**src/rtl/bmm_cell.sv**
```systemverilog
// One tap cell of a horizontal window line: holds a pixel and masks it.
module bmm_cell #(
   parameter bit TAKE_MIN = 1'b0
) (
   input  logic clock,
   input  logic shift_en,
   input  logic din,
   input  logic keep,
   output logic q,
   output logic term
);

   logic q_ff;

   // Take the neighbor's pixel on every processed request
   always_ff @(posedge clock) begin
      if (shift_en) begin
         q_ff <= din;
      end
   end

   assign q = q_ff;

   // Out-of-row pixels are neutral: 1 for erosion, 0 for dilation
   assign term = TAKE_MIN ? (q_ff | ~keep) : (q_ff & keep);

endmodule

```
**src/rtl/bmm_line.sv**
```systemverilog
// Horizontal window along one image row, built as a chain of tap cells.
module bmm_line #(
   parameter int RADIUS   = 2,
   parameter bit TAKE_MIN = 1'b0,
   parameter int COL_W    = 10,
   parameter int WID_W    = 11
) (
   input  logic             clock,
   input  logic             shift_en,
   input  logic             din,
   input  logic [COL_W-1:0] col,
   input  logic [WID_W-1:0] frame_w,
   output logic             dout
);

   localparam int TAPS  = 2 * RADIUS + 1;
   localparam int CMP_W = WID_W + 1;

   logic [TAPS-1:0] tap;
   logic [TAPS-1:0] keep;
   logic [TAPS-1:0] term;
   logic [CMP_W-1:0] col_x;
   logic [CMP_W-1:0] lim_x;

   assign col_x = CMP_W'(col);
   assign lim_x = CMP_W'(col) + CMP_W'(frame_w);

   // Keep taps in the window center's row: the current row once the center
   // has a full left side, else the previous row
   always_comb begin
      for (int j = 0; j < TAPS; j++) begin
         if (col_x >= CMP_W'(RADIUS)) begin
            keep[j] = (CMP_W'(j) <= col_x);
         end else begin
            keep[j] = (CMP_W'(j) > col_x) && (CMP_W'(j) <= lim_x);
         end
      end
   end

   // Newest pixel enters the window directly
   assign tap[0]  = din;
   assign term[0] = TAKE_MIN ? (din | ~keep[0]) : (din & keep[0]);

   for (genvar k = 1; k < TAPS; k++) begin : g_cell
      bmm_cell #(.TAKE_MIN(TAKE_MIN)) u_cell (
         .clock    (clock),
         .shift_en (shift_en),
         .din      (tap[k-1]),
         .keep     (keep[k]),
         .q        (tap[k]),
         .term     (term[k])
      );
   end

   assign dout = TAKE_MIN ? (&term) : (|term);

endmodule

```
**config.mk**
```make
export PLATFORM = sky130hd
export DESIGN_NAME = bmm_line
export DESIGN_NICKNAME = d
export VERILOG_FILES = /design/src/rtl/bmm_cell.sv /design/src/rtl/bmm_line.sv
export SDC_FILE = /design/constraint.sdc
export NUM_CORES = 1
export LEC_CHECK = 0
export ABC_AREA = 1
export BUFFER_PORTS_ARGS = -buffer_cell sky130_fd_sc_hd__buf_2
export CAP_MARGIN = 5
export CORE_MARGIN = 4
export CORE_UTILIZATION = 58
export CTS_BUF_LIST = sky130_fd_sc_hd__clkbuf_4
export CTS_CLUSTER_SIZE = 20
export DETAILED_ROUTE_END_ITERATION = 6
export HOLD_SLACK_MARGIN = 0.12
export PLACE_DENSITY = 0.95
export SLEW_MARGIN = 5
export SYNTH_ARGS = -nofsm -noshare
export SYNTH_HDL_FRONTEND = slang
export SYNTH_SLANG_ARGS = --single-unit
```
**constraint.sdc**
```tcl
create_clock -name clock -period 4.2 [get_ports clock]
set_input_delay 0.63 -clock clock [delete_from_list [all_inputs] [get_ports clock]]
set_output_delay 0.63 -clock clock [all_outputs]
set_load 0.005 [all_outputs]
```
==> results of run 1 <==
==> routing by layer <==
metal,up-vias,track usage (%)
met5,-,0
met4,0,3.763
met3,8,7.143
met2,60,44.33
met1,502,25.73
li1,587,-
==> area by class of cell <==
class	count	share of cell area, %
multi-input combinational	132	63.47
sequential	4	11.10
timing repair buffer	24	11.10
inverter	30	10.40
clock buffer	3	2.081
tap	16	1.850
==> path summary, 6_finish.rpt <==
kind / from / end
worst min-delay path: g_cell[3].u_cell.q / g_cell[4].u_cell.q
worst max register to register: g_cell[1].u_cell.q / g_cell[2].u_cell.q
worst max-delay path: col[0] / dout
worst min register to register: g_cell[3].u_cell.q / g_cell[4].u_cell.q
==> power breakdown <==
| group | switching, mW | internal, mW | total (mW) | leakage, nW |
|---|---|---|---|---|
| Clock | 0.0157 | 0.0320 | 0.0476 | 0.0138 |
| Sequential | 0.00166 | 0.0474 | 0.0491 | 0.0391 |
| Combinational | 0.0692 | 0.0439 | 0.113 | 0.603 |
==> synthesized netlist by cell type (all sizes together) <==
library cell,number
o31a,1
fa,1
nor4,2
nand3,18
a21oi,6
ha,10
nand2,66
nand3b,4
edfxtp,4
nand4,2
o31ai,2
nor2,18
o21ai,2
inv,30
==> logic make-up after synthesis <==
family          Yosys count
fa+ha+maj                11
compound gates           11
buf+inv                  30
flops                     4
simple gates            110
==> flow_results.org, run 1 <==
** Outcome
- Run status :: finished clean

** Detailed routing
- Highest signal layer in the routed design :: met4
- WL final :: 2518 µm
- In the routed design, unresolved DRC markers number 0.
- DR pass1 iterations :: 4
- ANT nets after route :: 0
- DRT iter0 DRCs :: 29
- After detailed routing, the wire length on met1 is about 960 µm.
- The routed design uses 226 µm of met3 wire.
- After detailed routing, the met2 layer carries 1294 µm of wire.
- Count of vias placed by the detailed router :: 1157
- Average wire per cell in the routed design :: between 10 and 15 µm
- Using the TritonRoute via totals, the vias-per-cell ratio works out to 5.536.

** Clock network
- Number of buffers inserted by post-CTS setup repair :: 0
- Longest Clk Path Bufs :: 2
- TritonCTS built the clock tree.
- Number of buffers created by CTS :: 3
- Clock-pin slew was measured on the worst setup and hold paths at 0.04 ns.
- Clk_lat worst skew :: between 0.2 and 0.25 ns
- Cts-stage hold buffer count :: 0
- CTS placed an instance of clkbuf_4 at the clock tree root.
- Htree depth :: 1
- Clock tree synthesis found a total of 4 sinks.
- Resized cells post-CTS :: 0

** Synth
- Share of synthesized area spent on multiplexers :: 0%
- Summing the areas of all xor and xnor instances in the mapped netlist gives 0% of the synthesized area.
- Synthesized-area fraction occupied by ao, oa, aoi and oai cells :: 7.483%
- Main combinational cell family by area after synthesis :: simple AND/OR/NAND/NOR gates
- The number of nets in the synthesized netlist is roughly 200.
- Sequential fraction of the synthesis area :: 13.06%
- Summing the areas of all and, or, nand and nor instances in the mapped netlist gives 51.43% of the synthesized area.
- Netlist cell types :: 18
- After Yosys synthesis, full adders, half adders and majority gates account for between 15 and 20% of the synthesized area.
- Gate count of the mapped netlist :: 166
- Yosys printed 0 warnings.
- Average instance area after synthesis :: 5.540 µm²
- Post-synthesis cell type with the largest combined area :: nand2_1
- Synth top area cells :: nand2_1 (27%), ha_1 (14%), edfxtp_1 (13%)
- Summing every instance area after synthesis gives 919.6 µm².
- Area share of the largest cell type after synthesis :: between 20% and 30%
- Register bit total from synthesis :: 4

** Cells and area
- Number of flip-flops under the largest register name :: 4
- Summing all multi-input logic gate instances after layout gives between 600 and 700 µm².
- Fill cells in the final layout number 130.
- Finished Core Util :: roughly 70%
- N_diodes :: 0
- With fillers left out, the area of the finished cells amounts to between 1000 and 1500 µm².
- Share of final-layout standard cells stronger than drive strength 1 :: 17.10%
- Post-layout nets :: 230
- The top cell types in the final layout, fill and taps aside, are nand2_1 (65), inv_1 (30), buf_2 (24).
- Relative to the synthesized area, the layout overhead comes to 17.69%.
- Final std cells w/o fill :: 209
- Area of all sequential standard cells :: 120.1 µm²
- The library cell used most frequently in the layout, excluding fill and tap cells, is nand2_1.

** Placed design
- HPWL after detailed placement :: 2224 µm
- At the end of routability-driven placement, the weighted congestion stood at 0.9318.
- Input and output buffers added on the ports amount to 24.
- Once placement completed, the tool counted placed cells totaling 206.
- In this run the cell area measured after placement is approximately 1100 µm².
- Timing analysis after detailed placement gives a worst setup slack of 0.8632 ns.

** Timing
- Across all hold checks on the routed design, the worst slack comes to 0.4602 ns.
- Pins over their slew limit :: 0
- Measured against its own limit, the worst slew margin works out to about four fifths.
- Setup slack closes at 0.8320 ns.
- Summed over all failing endpoints, the final setup total negative slack is 0 ns.
- Final critical-path required period :: 3.368 ns
- Period utilization :: 80.19%
- Maximum operating frequency :: about 300 MHz
- The number of endpoints with negative hold slack in the final report came to 0.
- Setup violations remaining at the end of the flow were counted as 0.
- Maximum clock skew at final layout :: 0.002199 ns
- Setup repair after global routing left no endpoint under its margin.
- Slew at the pin with the worst max-slew slack :: between 0.2 and 0.3 ns

** Critical path
- The critical path in this run is classified as input pin to output port.
- Number of buffer and inverter stages on the critical path :: 4
- STA classifies the critical path startpoint as an input pin.
- Setup crit end kind :: output port
- The setup check on the worst reg-to-reg path leaves a slack of 3.51 ns.
- Signal arrival time at the worst endpoint :: around 2.7 ns
- In this run the worst path has a maximum fanout of 4.
- Cell breakdown of the critical path :: buf_2 -> ha_1 -> inv_1 -> fa_1 -> inv_1 -> nand2_1 -> nand2_1 -> nand3_1 -> nand2_1 -> nand2_1 -> nand2_1 -> nand3_1 -> nor2_2 -> nand3_1 -> a21oi_1 -> nand3_1 -> buf_2
- In this design, the stage delay of the slowest critical-path cell is 0.39 ns.
- Library cell appearing most often on the critical path :: nand2_1
- Crit. path cell count :: 17
- STA puts the critical path data required time at around 3.6 ns.
- Slowest cell on the critical path :: fa_1
- Cell family contributing the most delay on the critical path :: simple AND/OR/NAND/NOR gates
- For the worst flop-to-flop path, the logic depth is 0.

** Floorplan
- The die covers 2287 µm².
- Die Ht :: around 48 µm
- In this run the horizontal extent of the chip is 47.82 µm.
- Core area :: 1506 µm²
- Once the floorplan was initialized, standard cells occupied 61.05% of the core.
- Site Rows :: 14
- 25 I/O pins were placed.

** Power
- For this design the ratio of total power to cell area is 193.9 nW/µm².
- Leakage power of the design :: between 0.6 and 0.7 nW
- Total chip power :: approximately 210 µW
- Max IR drop VDD :: between 0.15 and 0.2 mV

** Global route
- Maximum number of pins on one net before global-route repair :: 7
- Across every metal layer, demand over resource in global routing totals 23.44%.
- The number of antenna violations at the first check in global routing came to 0.
- The first global-routing pass estimated 3801 µm of wire.
- The number of global-route vias before repair is around 1000.
- Total overflow reported by the global router :: 0

** Hold path
- The worst hold path was traced through 0 stages.
- Hold Crit Class :: flop to flop

** Job
- Max-cap violations in this run came to 0.
(Power assumes the default switching activity.)
==> run 2: changes to the inputs <==
--- a/config.mk
+++ b/config.mk
@@ -9,12 +9,12 @@
 export BUFFER_PORTS_ARGS = -buffer_cell sky130_fd_sc_hd__buf_2
 export CAP_MARGIN = 5
 export CORE_MARGIN = 4
-export CORE_UTILIZATION = 58
+export CORE_UTILIZATION = 54
 export CTS_BUF_LIST = sky130_fd_sc_hd__clkbuf_4
 export CTS_CLUSTER_SIZE = 20
 export DETAILED_ROUTE_END_ITERATION = 6
 export HOLD_SLACK_MARGIN = 0.12
-export PLACE_DENSITY = 0.95
+export PLACE_DENSITY = 0.94
 export SLEW_MARGIN = 5
 export SYNTH_ARGS = -nofsm -noshare
 export SYNTH_HDL_FRONTEND = slang
==> constraint.sdc (replaced) <==
create_clock -name clock -period 3.2 [get_ports clock]
set_input_delay 0.48 -clock clock [delete_from_list [all_inputs] [get_ports clock]]
set_output_delay 0.48 -clock clock [all_outputs]
set_load 0.005 [all_outputs]
==> flow_results.org, run 2 (same netlist as run 1, synthesis figures left out) <==
** Timing
- Final critical-path required period :: around 3 ns
- Maximum operating frequency :: 327.3 MHz
- The worst max-slew margin expressed relative to the limit came to 80.38% (+0.14 points).
- Period utilization :: 95.49%
- The setup TNS was 0 ns (unchanged).
- Final worst hold slack :: 0.4338 ns (-0.02641 ns)
- The clock skew was 0.005543 ns (+0.003344 ns).
- Slew at the pin with the worst max-slew slack :: 0.2916 ns (-0.002024 ns)
- The max-slew violation total from the final report is 0 (unchanged).
- The number of endpoints failing setup at the final stage is 0 (unchanged).
- Hold Fails Final Rpt :: 0 (unchanged)

** Floorplan
- Core area :: 1559 µm² (+3.5%)
- Die width :: 49.27 µm (+3.0%)
- Boundary pin count :: 25 (unchanged)
- The area of the die is 2427 µm² (+6.1%).
- The die height came to 49.27 µm (+3.0%).
- Site Rows :: 14 (unchanged)
- The effective utilization at floorplan came to 58.99% (-2.1 points).

** Global route
- Number of antenna violations at the first check in global routing :: 0 (unchanged)
- Number of global-route vias before repair :: 1178 (+16%)
- Maximum number of pins on one net before global-route repair :: 7 (unchanged)
- The overall track demand over capacity in global routing is 24.98% (+1.5 points).
- Total overflow reported by the global router :: 0 (unchanged)
- The wire length of the first global-routing pass was 4795 µm (+26%).

** Critical path
- The required time of the critical path was 2.72 ns (-0.85 ns).
- The biggest fanout along the worst timing path is 4 (unchanged).
- The worst endpoint data arrival time is 2.58 ns (-0.16 ns).
- Setup crit end kind :: output port
- The worst setup path is of the input pin to output port kind.
- The worst setup path is launched from an input pin.

** Placed design
- HPWL after detailed placement :: 2365 µm (+6.3%)
- Placed instance area :: 1060 µm² (unchanged)
- The placer's final routability congestion estimate is 0.9699 (+4.1%).
- Count of input and output buffers :: 24 (unchanged)

** Detailed routing
- The total iterations of the first detailed-routing run came to 5 (+1).
- WL final :: 2927 µm (+16%)
- Via density :: 5.880 (+6.2%)
- DRC violations left :: 0 (unchanged)
- The total via count in the routed design came to 1229 (+6.2%).
- ANT nets after route :: 0 (unchanged)
- DRT iter0 DRCs :: 90 (+210%)
- Average wire per cell in the routed design :: 14.00 µm (+16%)

** Cells and area
- Post-route cell area :: 1099 µm² (+1.5%)
- N_diodes :: 0 (unchanged)
- The number of fill cells was 139 (+6.9%).
- Compared with the post-synthesis result, the final layout area differs by 19.46%.
- Number of flip-flops under the largest register name :: 4 (unchanged)
- The library cell used most frequently in the layout, excluding fill and tap cells, is nand2_1.
- Share of final-layout standard cells stronger than drive strength 1 :: 19.69% (+2.6 points)
- The library cells used most frequently in the layout, excluding fill and tap cells, are nand2_1 (64), inv_1 (29), buf_2 (24).
- The net count of the finished layout was 230 (unchanged).

** Clock network
- Total clock sinks :: 4 (unchanged)
- Clock-pin slew of the registers on the worst-case setup and hold paths :: 0.04 ns (about the same)
- TritonCTS built the clock tree.
- The H-tree depth is 1 (unchanged).
- Longest Clk Path Bufs :: 2 (unchanged)
- The tree is rooted in a clkbuf_4.
- Number of buffers inserted by post-CTS setup repair :: 0 (unchanged)
- Clk_lat worst skew :: 0.25 ns (about the same)
- The number of buffers inserted during clock tree synthesis is 3 (unchanged).

** Power
- The cell area power density came to 267.6 nW/µm² (+38%).
- The overall power of the completed layout is 294.0 µW (+40%).
- Leakage power of the design :: 0.6520 nW (-0.55%)
- The worst ir drop on vdd is 0.1838 mV (-7.0%).

** Job
- Max-cap viol count :: 0 (unchanged)

** Hold path
- Hold Crit Class :: input pin to flop

** Outcome
- The flow ran to the end, and the final reports show no timing, DRC or antenna violations.
run 2: changes by cell type in the layout (fill, tap and decap cells not counted):
cell,change
ha_2,+1
nor2_2,-1
nand2_2,+1
fa_1,-1
nor2_4,+1
a21oi_1,-1
nand2_1,-1
ha_1,-1
inv_2,+1
fa_2,+1
a21oi_2,+1
inv_1,-1
run 2: worst max-delay path: stages:
cell     delay [ns]
buf_2          0.12
ha_2           0.21
inv_1          0.07
fa_2           0.35
inv_2          0.08
nand2_1        0.09
nand2_2        0.11
nand3_1        0.10
nand2_1        0.08
nand2_1        0.05
nand2_1        0.06
nand3_1        0.12
nor2_4         0.16
nand3_1        0.11
a21oi_2        0.15
nand3_1        0.09
buf_2          0.15
run 2: through the flow:
step | setup WS [ns] | std cells | utilization, %
detailed placement | 0.1743 | 206 | 67.98
finish | 0.1443 | 209 | 70.47
floorplan | 0.7092 | 166 | -
global route | -0.02258 | 209 | 70.47
CTS | 0.1451 | 209 | 69.42
global placement | 0.3443 | 206 | 67.98
run 2: final cells by class:
| class | count | area, µm² | area share [%] |
|---|---|---|---|
| repair buffers | 24 | 120.1 | 10.93 |
| well taps | 16 | 20.02 | 1.822 |
| multi-input cells | 132 | 703.2 | 64.01 |
| clock buffers | 3 | 22.52 | 2.050 |
| inverters | 30 | 112.6 | 10.25 |
| flip-flops and latches | 4 | 120.1 | 10.93 |
run 2: path summary, 6_finish.rpt:
path | start | endpoint | slack (ns) | cells after the start
worst max-delay path | col[0] | dout | 0.14 | 17
worst min register to register | g_cell[3].u_cell.q | g_cell[4].u_cell.q | 0.47 | 0
worst min-delay path | din | g_cell[1].u_cell.q | 0.43 | 1
worst max register to register | g_cell[2].u_cell.q | g_cell[3].u_cell.q | 2.48 | 0
run 2: repair_timing:
item | in CTS | in global routing
gates resized for setup | 0 | 6
endpoints found under the setup margin | 0 | 1
endpoints found under the hold margin | 0 | 0
hold buffers | 0 | 0
run 2: power breakdown:
group          internal (mW)  switching (mW)
combinational         0.0593           0.100
sequential            0.0622         0.00263
clock                 0.0424          0.0275
run 2: routing by layer:
metal	track usage, %	routed length, µm
met1	28.28	1101
met2	43.97	1406
met3	3.670	284
met4	14.22	135
met5	0	0
==> run 3: changes to the inputs <==
==> constraint.sdc (replaced) <==
create_clock -name clock -period 3.3 [get_ports clock]
set_input_delay 0.495 -clock clock [delete_from_list [all_inputs] [get_ports clock]]
set_output_delay 0.495 -clock clock [all_outputs]
set_load 0.005 [all_outputs]
==> flow_results.org, run 3 (same netlist as run 1, synthesis figures left out) <==
** Outcome
- Run status :: finished clean

** Placed design
- The total placed cells including tap cells was 206 (unchanged).
- Count of input and output buffers :: 24 (unchanged)
- HPWL after detailed placement :: 2353 µm (-0.48%)
- The placer's final routability congestion estimate came to 0.9698 (about the same).

** Power
- Sequential group share of total power :: 22.8% (+0.8 points)
- The cell area power density is 254.3 nW/µm² (-5.0%).
- Part of the power in the clock network :: 23.8% (about the same)
- Net switching power figure :: 118.5 µW (-8.9%)
- The switching share of total power came to 42.96% (-1.3 points).
- The internal power of the cells came to 157.4 µW (-4.0%).
- The worst ir drop on vdd is 0.1945 mV (+5.8%).
- The fraction of power consumed by combinational cells is 53.4% (-0.8 points).
- The static power due to leakage is 0.6540 nW (+0.30%).

** Floorplan
- The core area was 1559 µm² (unchanged).
- Die Ht :: 49.27 µm (unchanged)
- Site Rows :: 14 (unchanged)
- Starting density of the core :: 58.99% (unchanged)
- The area of the die is 2427 µm² (unchanged).
- The count of boundary I/O pins is 25 (unchanged).
- The floorplan die width is 49.27 µm (unchanged).

** Critical path
- Setup crit end kind :: output port
- Path type of the worst setup path :: input pin to output port
- The biggest fanout along the worst timing path came to 4 (unchanged).
- Critical R2R Launch :: g_cell[2].u_cell.q
- The required time of the critical path came to 2.80 ns (+0.08 ns).
- Startpoint types :: input pin
- The worst endpoint data arrival time came to 2.57 ns (about the same).
- The most critical setup path has its startpoint at col[0].

** Cells and area
- The number of antenna cells inserted is 0 (unchanged).
- Most frequent standard cell in the layout excluding fill and tap cells :: nand2_1
- The share of layout cells above drive strength 1 is 17.62% (-2.1 points).
- Post-layout nets :: 230 (unchanged)
- The post-route non-filler standard cell count came to 209 (unchanged).
- Top library cells by usage in the layout, fill and taps aside :: nand2_1 (65), inv_1 (30), buf_2 (24)
- The number of fill cells is 141 (+1.4%).
- Relative to the synthesized area, the layout overhead comes to 17.96%.
- The number of flip-flops under the largest register name was 4 (unchanged).

** Detailed routing
- The average wire per cell in the routed design was 12.90 µm (-7.9%).
- The number of DRC markers in iteration 0 was 55 (-39%).
- DRC violations left :: 0 (unchanged)
- The average via count per standard cell came to 5.656 (-3.8%).
- The routed wire length was 2696 µm (-7.9%).
- DR pass1 iterations :: 5 (unchanged)
- ANT nets after route :: 0 (unchanged)
- Count of vias placed by the detailed router :: 1182 (-3.8%)

** Timing
- The worst max-slew margin expressed relative to the limit was 80.14% (-0.24 points).
- The clock skew came to 0.004447 ns (-0.001096 ns).
- Dividing the final minimum period by the clock period gives 93.02%.
- Pins over their slew limit :: 0 (unchanged)
- Timing would allow up to 325.8 MHz.
- Hold Fails Final Rpt :: 0 (unchanged)
- Slew at the pin with the worst max-slew slack :: 0.2952 ns (+0.003633 ns)
- Setup repair after global routing left no endpoint under its margin.
- Final critical-path required period :: 3.070 ns
- Fin Setup TNS :: 0 ns (unchanged)
- The number of endpoints failing setup at the final stage was 0 (unchanged).

** Global route
- Number of antenna violations at the first check in global routing :: 0 (unchanged)
- The number of global-route vias before repair was 1127 (-4.3%).
- The overall track demand over capacity in global routing came to 23.84% (-1.1 points).
- Total overflow reported by the global router :: 0 (unchanged)
- The maximum number of pins on one net before global-route repair is 7 (unchanged).
- First-pass GRT wire length :: 4595 µm (-4.2%)

** Clock network
- The CTS clock-pin slew for the worst setup and hold paths is 0.04 ns (about the same).
- Clock tree synthesis selected as its root buffer the cell clkbuf_4.
- The count of buffers added by post-CTS timing repair for setup came to 0 (unchanged).
- Longest Clk Path Bufs :: 2 (unchanged)
- Htree depth :: 1 (unchanged)
- Total clock sinks :: 4 (unchanged)
- The number of instances resized during post-cts repair was 0 (unchanged).
- The number of buffers inserted during clock tree synthesis is 3 (unchanged).
- TritonCTS built the clock tree.
- Clk_lat worst skew :: 0.24 ns (about the same)
- Cts-stage hold buffer count :: 0 (unchanged)

** Job
- Max-cap viol count :: 0 (unchanged)

** Hold path
- Hold Crit Class :: input pin to flop
- Startpoint of the tightest hold check path :: din
run 3: per-stage QoR:
step	hold WS [ns]	utilization [%]	area, µm²	setup WS [ns]	power, mW
finish	0.4439	69.58	1085	0.2304	0.2759
global route	0.4480	69.58	1085	0.001410	0.2993
CTS	0.4407	69.42	1082	0.2473	0.2738
detailed placement	0.4624	67.98	1060	0.2536	0.2068
global placement	0.4591	67.98	1060	0.4143	0.1985
floorplan	0.4266	-	919.6	0.7792	0.1629
run 3: worst paths after layout:
path,end,slack (ns),cells after the start
hold reg to reg,g_cell[4].u_cell.q,0.48,0
setup reg to reg,g_cell[3].u_cell.q,2.59,0
setup / recovery,dout,0.23,17
hold / removal,g_cell[1].u_cell.q,0.44,1
run 3: power groups by stage:
| stage | clock network [mW] | registers [mW] | logic (mW) |
|---|---|---|---|
| 2_1_floorplan | 0 | 0.0624 | 0.100 |
| 3_3_place_gp | 0 | 0.0631 | 0.135 |
| 3_5_place_dp | 0 | 0.0636 | 0.143 |
| 4_1_cts | 0.0668 | 0.0627 | 0.144 |
| 5_1_grt | 0.0697 | 0.0631 | 0.167 |
| 6_report | 0.0658 | 0.0628 | 0.147 |
run 3: critical path, cell delays in order:
cell     delay, ns
buf_2         0.12
ha_2          0.21
inv_1         0.07
fa_1          0.38
inv_1         0.11
nand2_1       0.08
nand2_1       0.12
nand3_1       0.11
nand2_1       0.09
nand2_1       0.05
nand2_1       0.07
nand3_1       0.09
nor2_2        0.14
nand3_1       0.09
a21oi_1       0.14
nand3_1       0.09
buf_2         0.14
run 3: layer usage:
layer	up-vias	share of wire [%]	track usage (%)
met2	71	52	45.31
met4	0	2.8	7.583
met3	8	8.2	3.364
met1	521	37	26.62
li1	582	-	-
met5	-	0	0
run 3: cell type report:
class | instances | area, µm² | area share, %
Clock buffer | 3 | 22.52 | 2.076
Inverter | 30 | 112.6 | 10.38
Multi-Input combinational cell | 132 | 689.4 | 63.55
Sequential cell | 4 | 120.1 | 11.07
Tap cell | 16 | 20.02 | 1.845
Timing Repair Buffer | 24 | 120.1 | 11.07
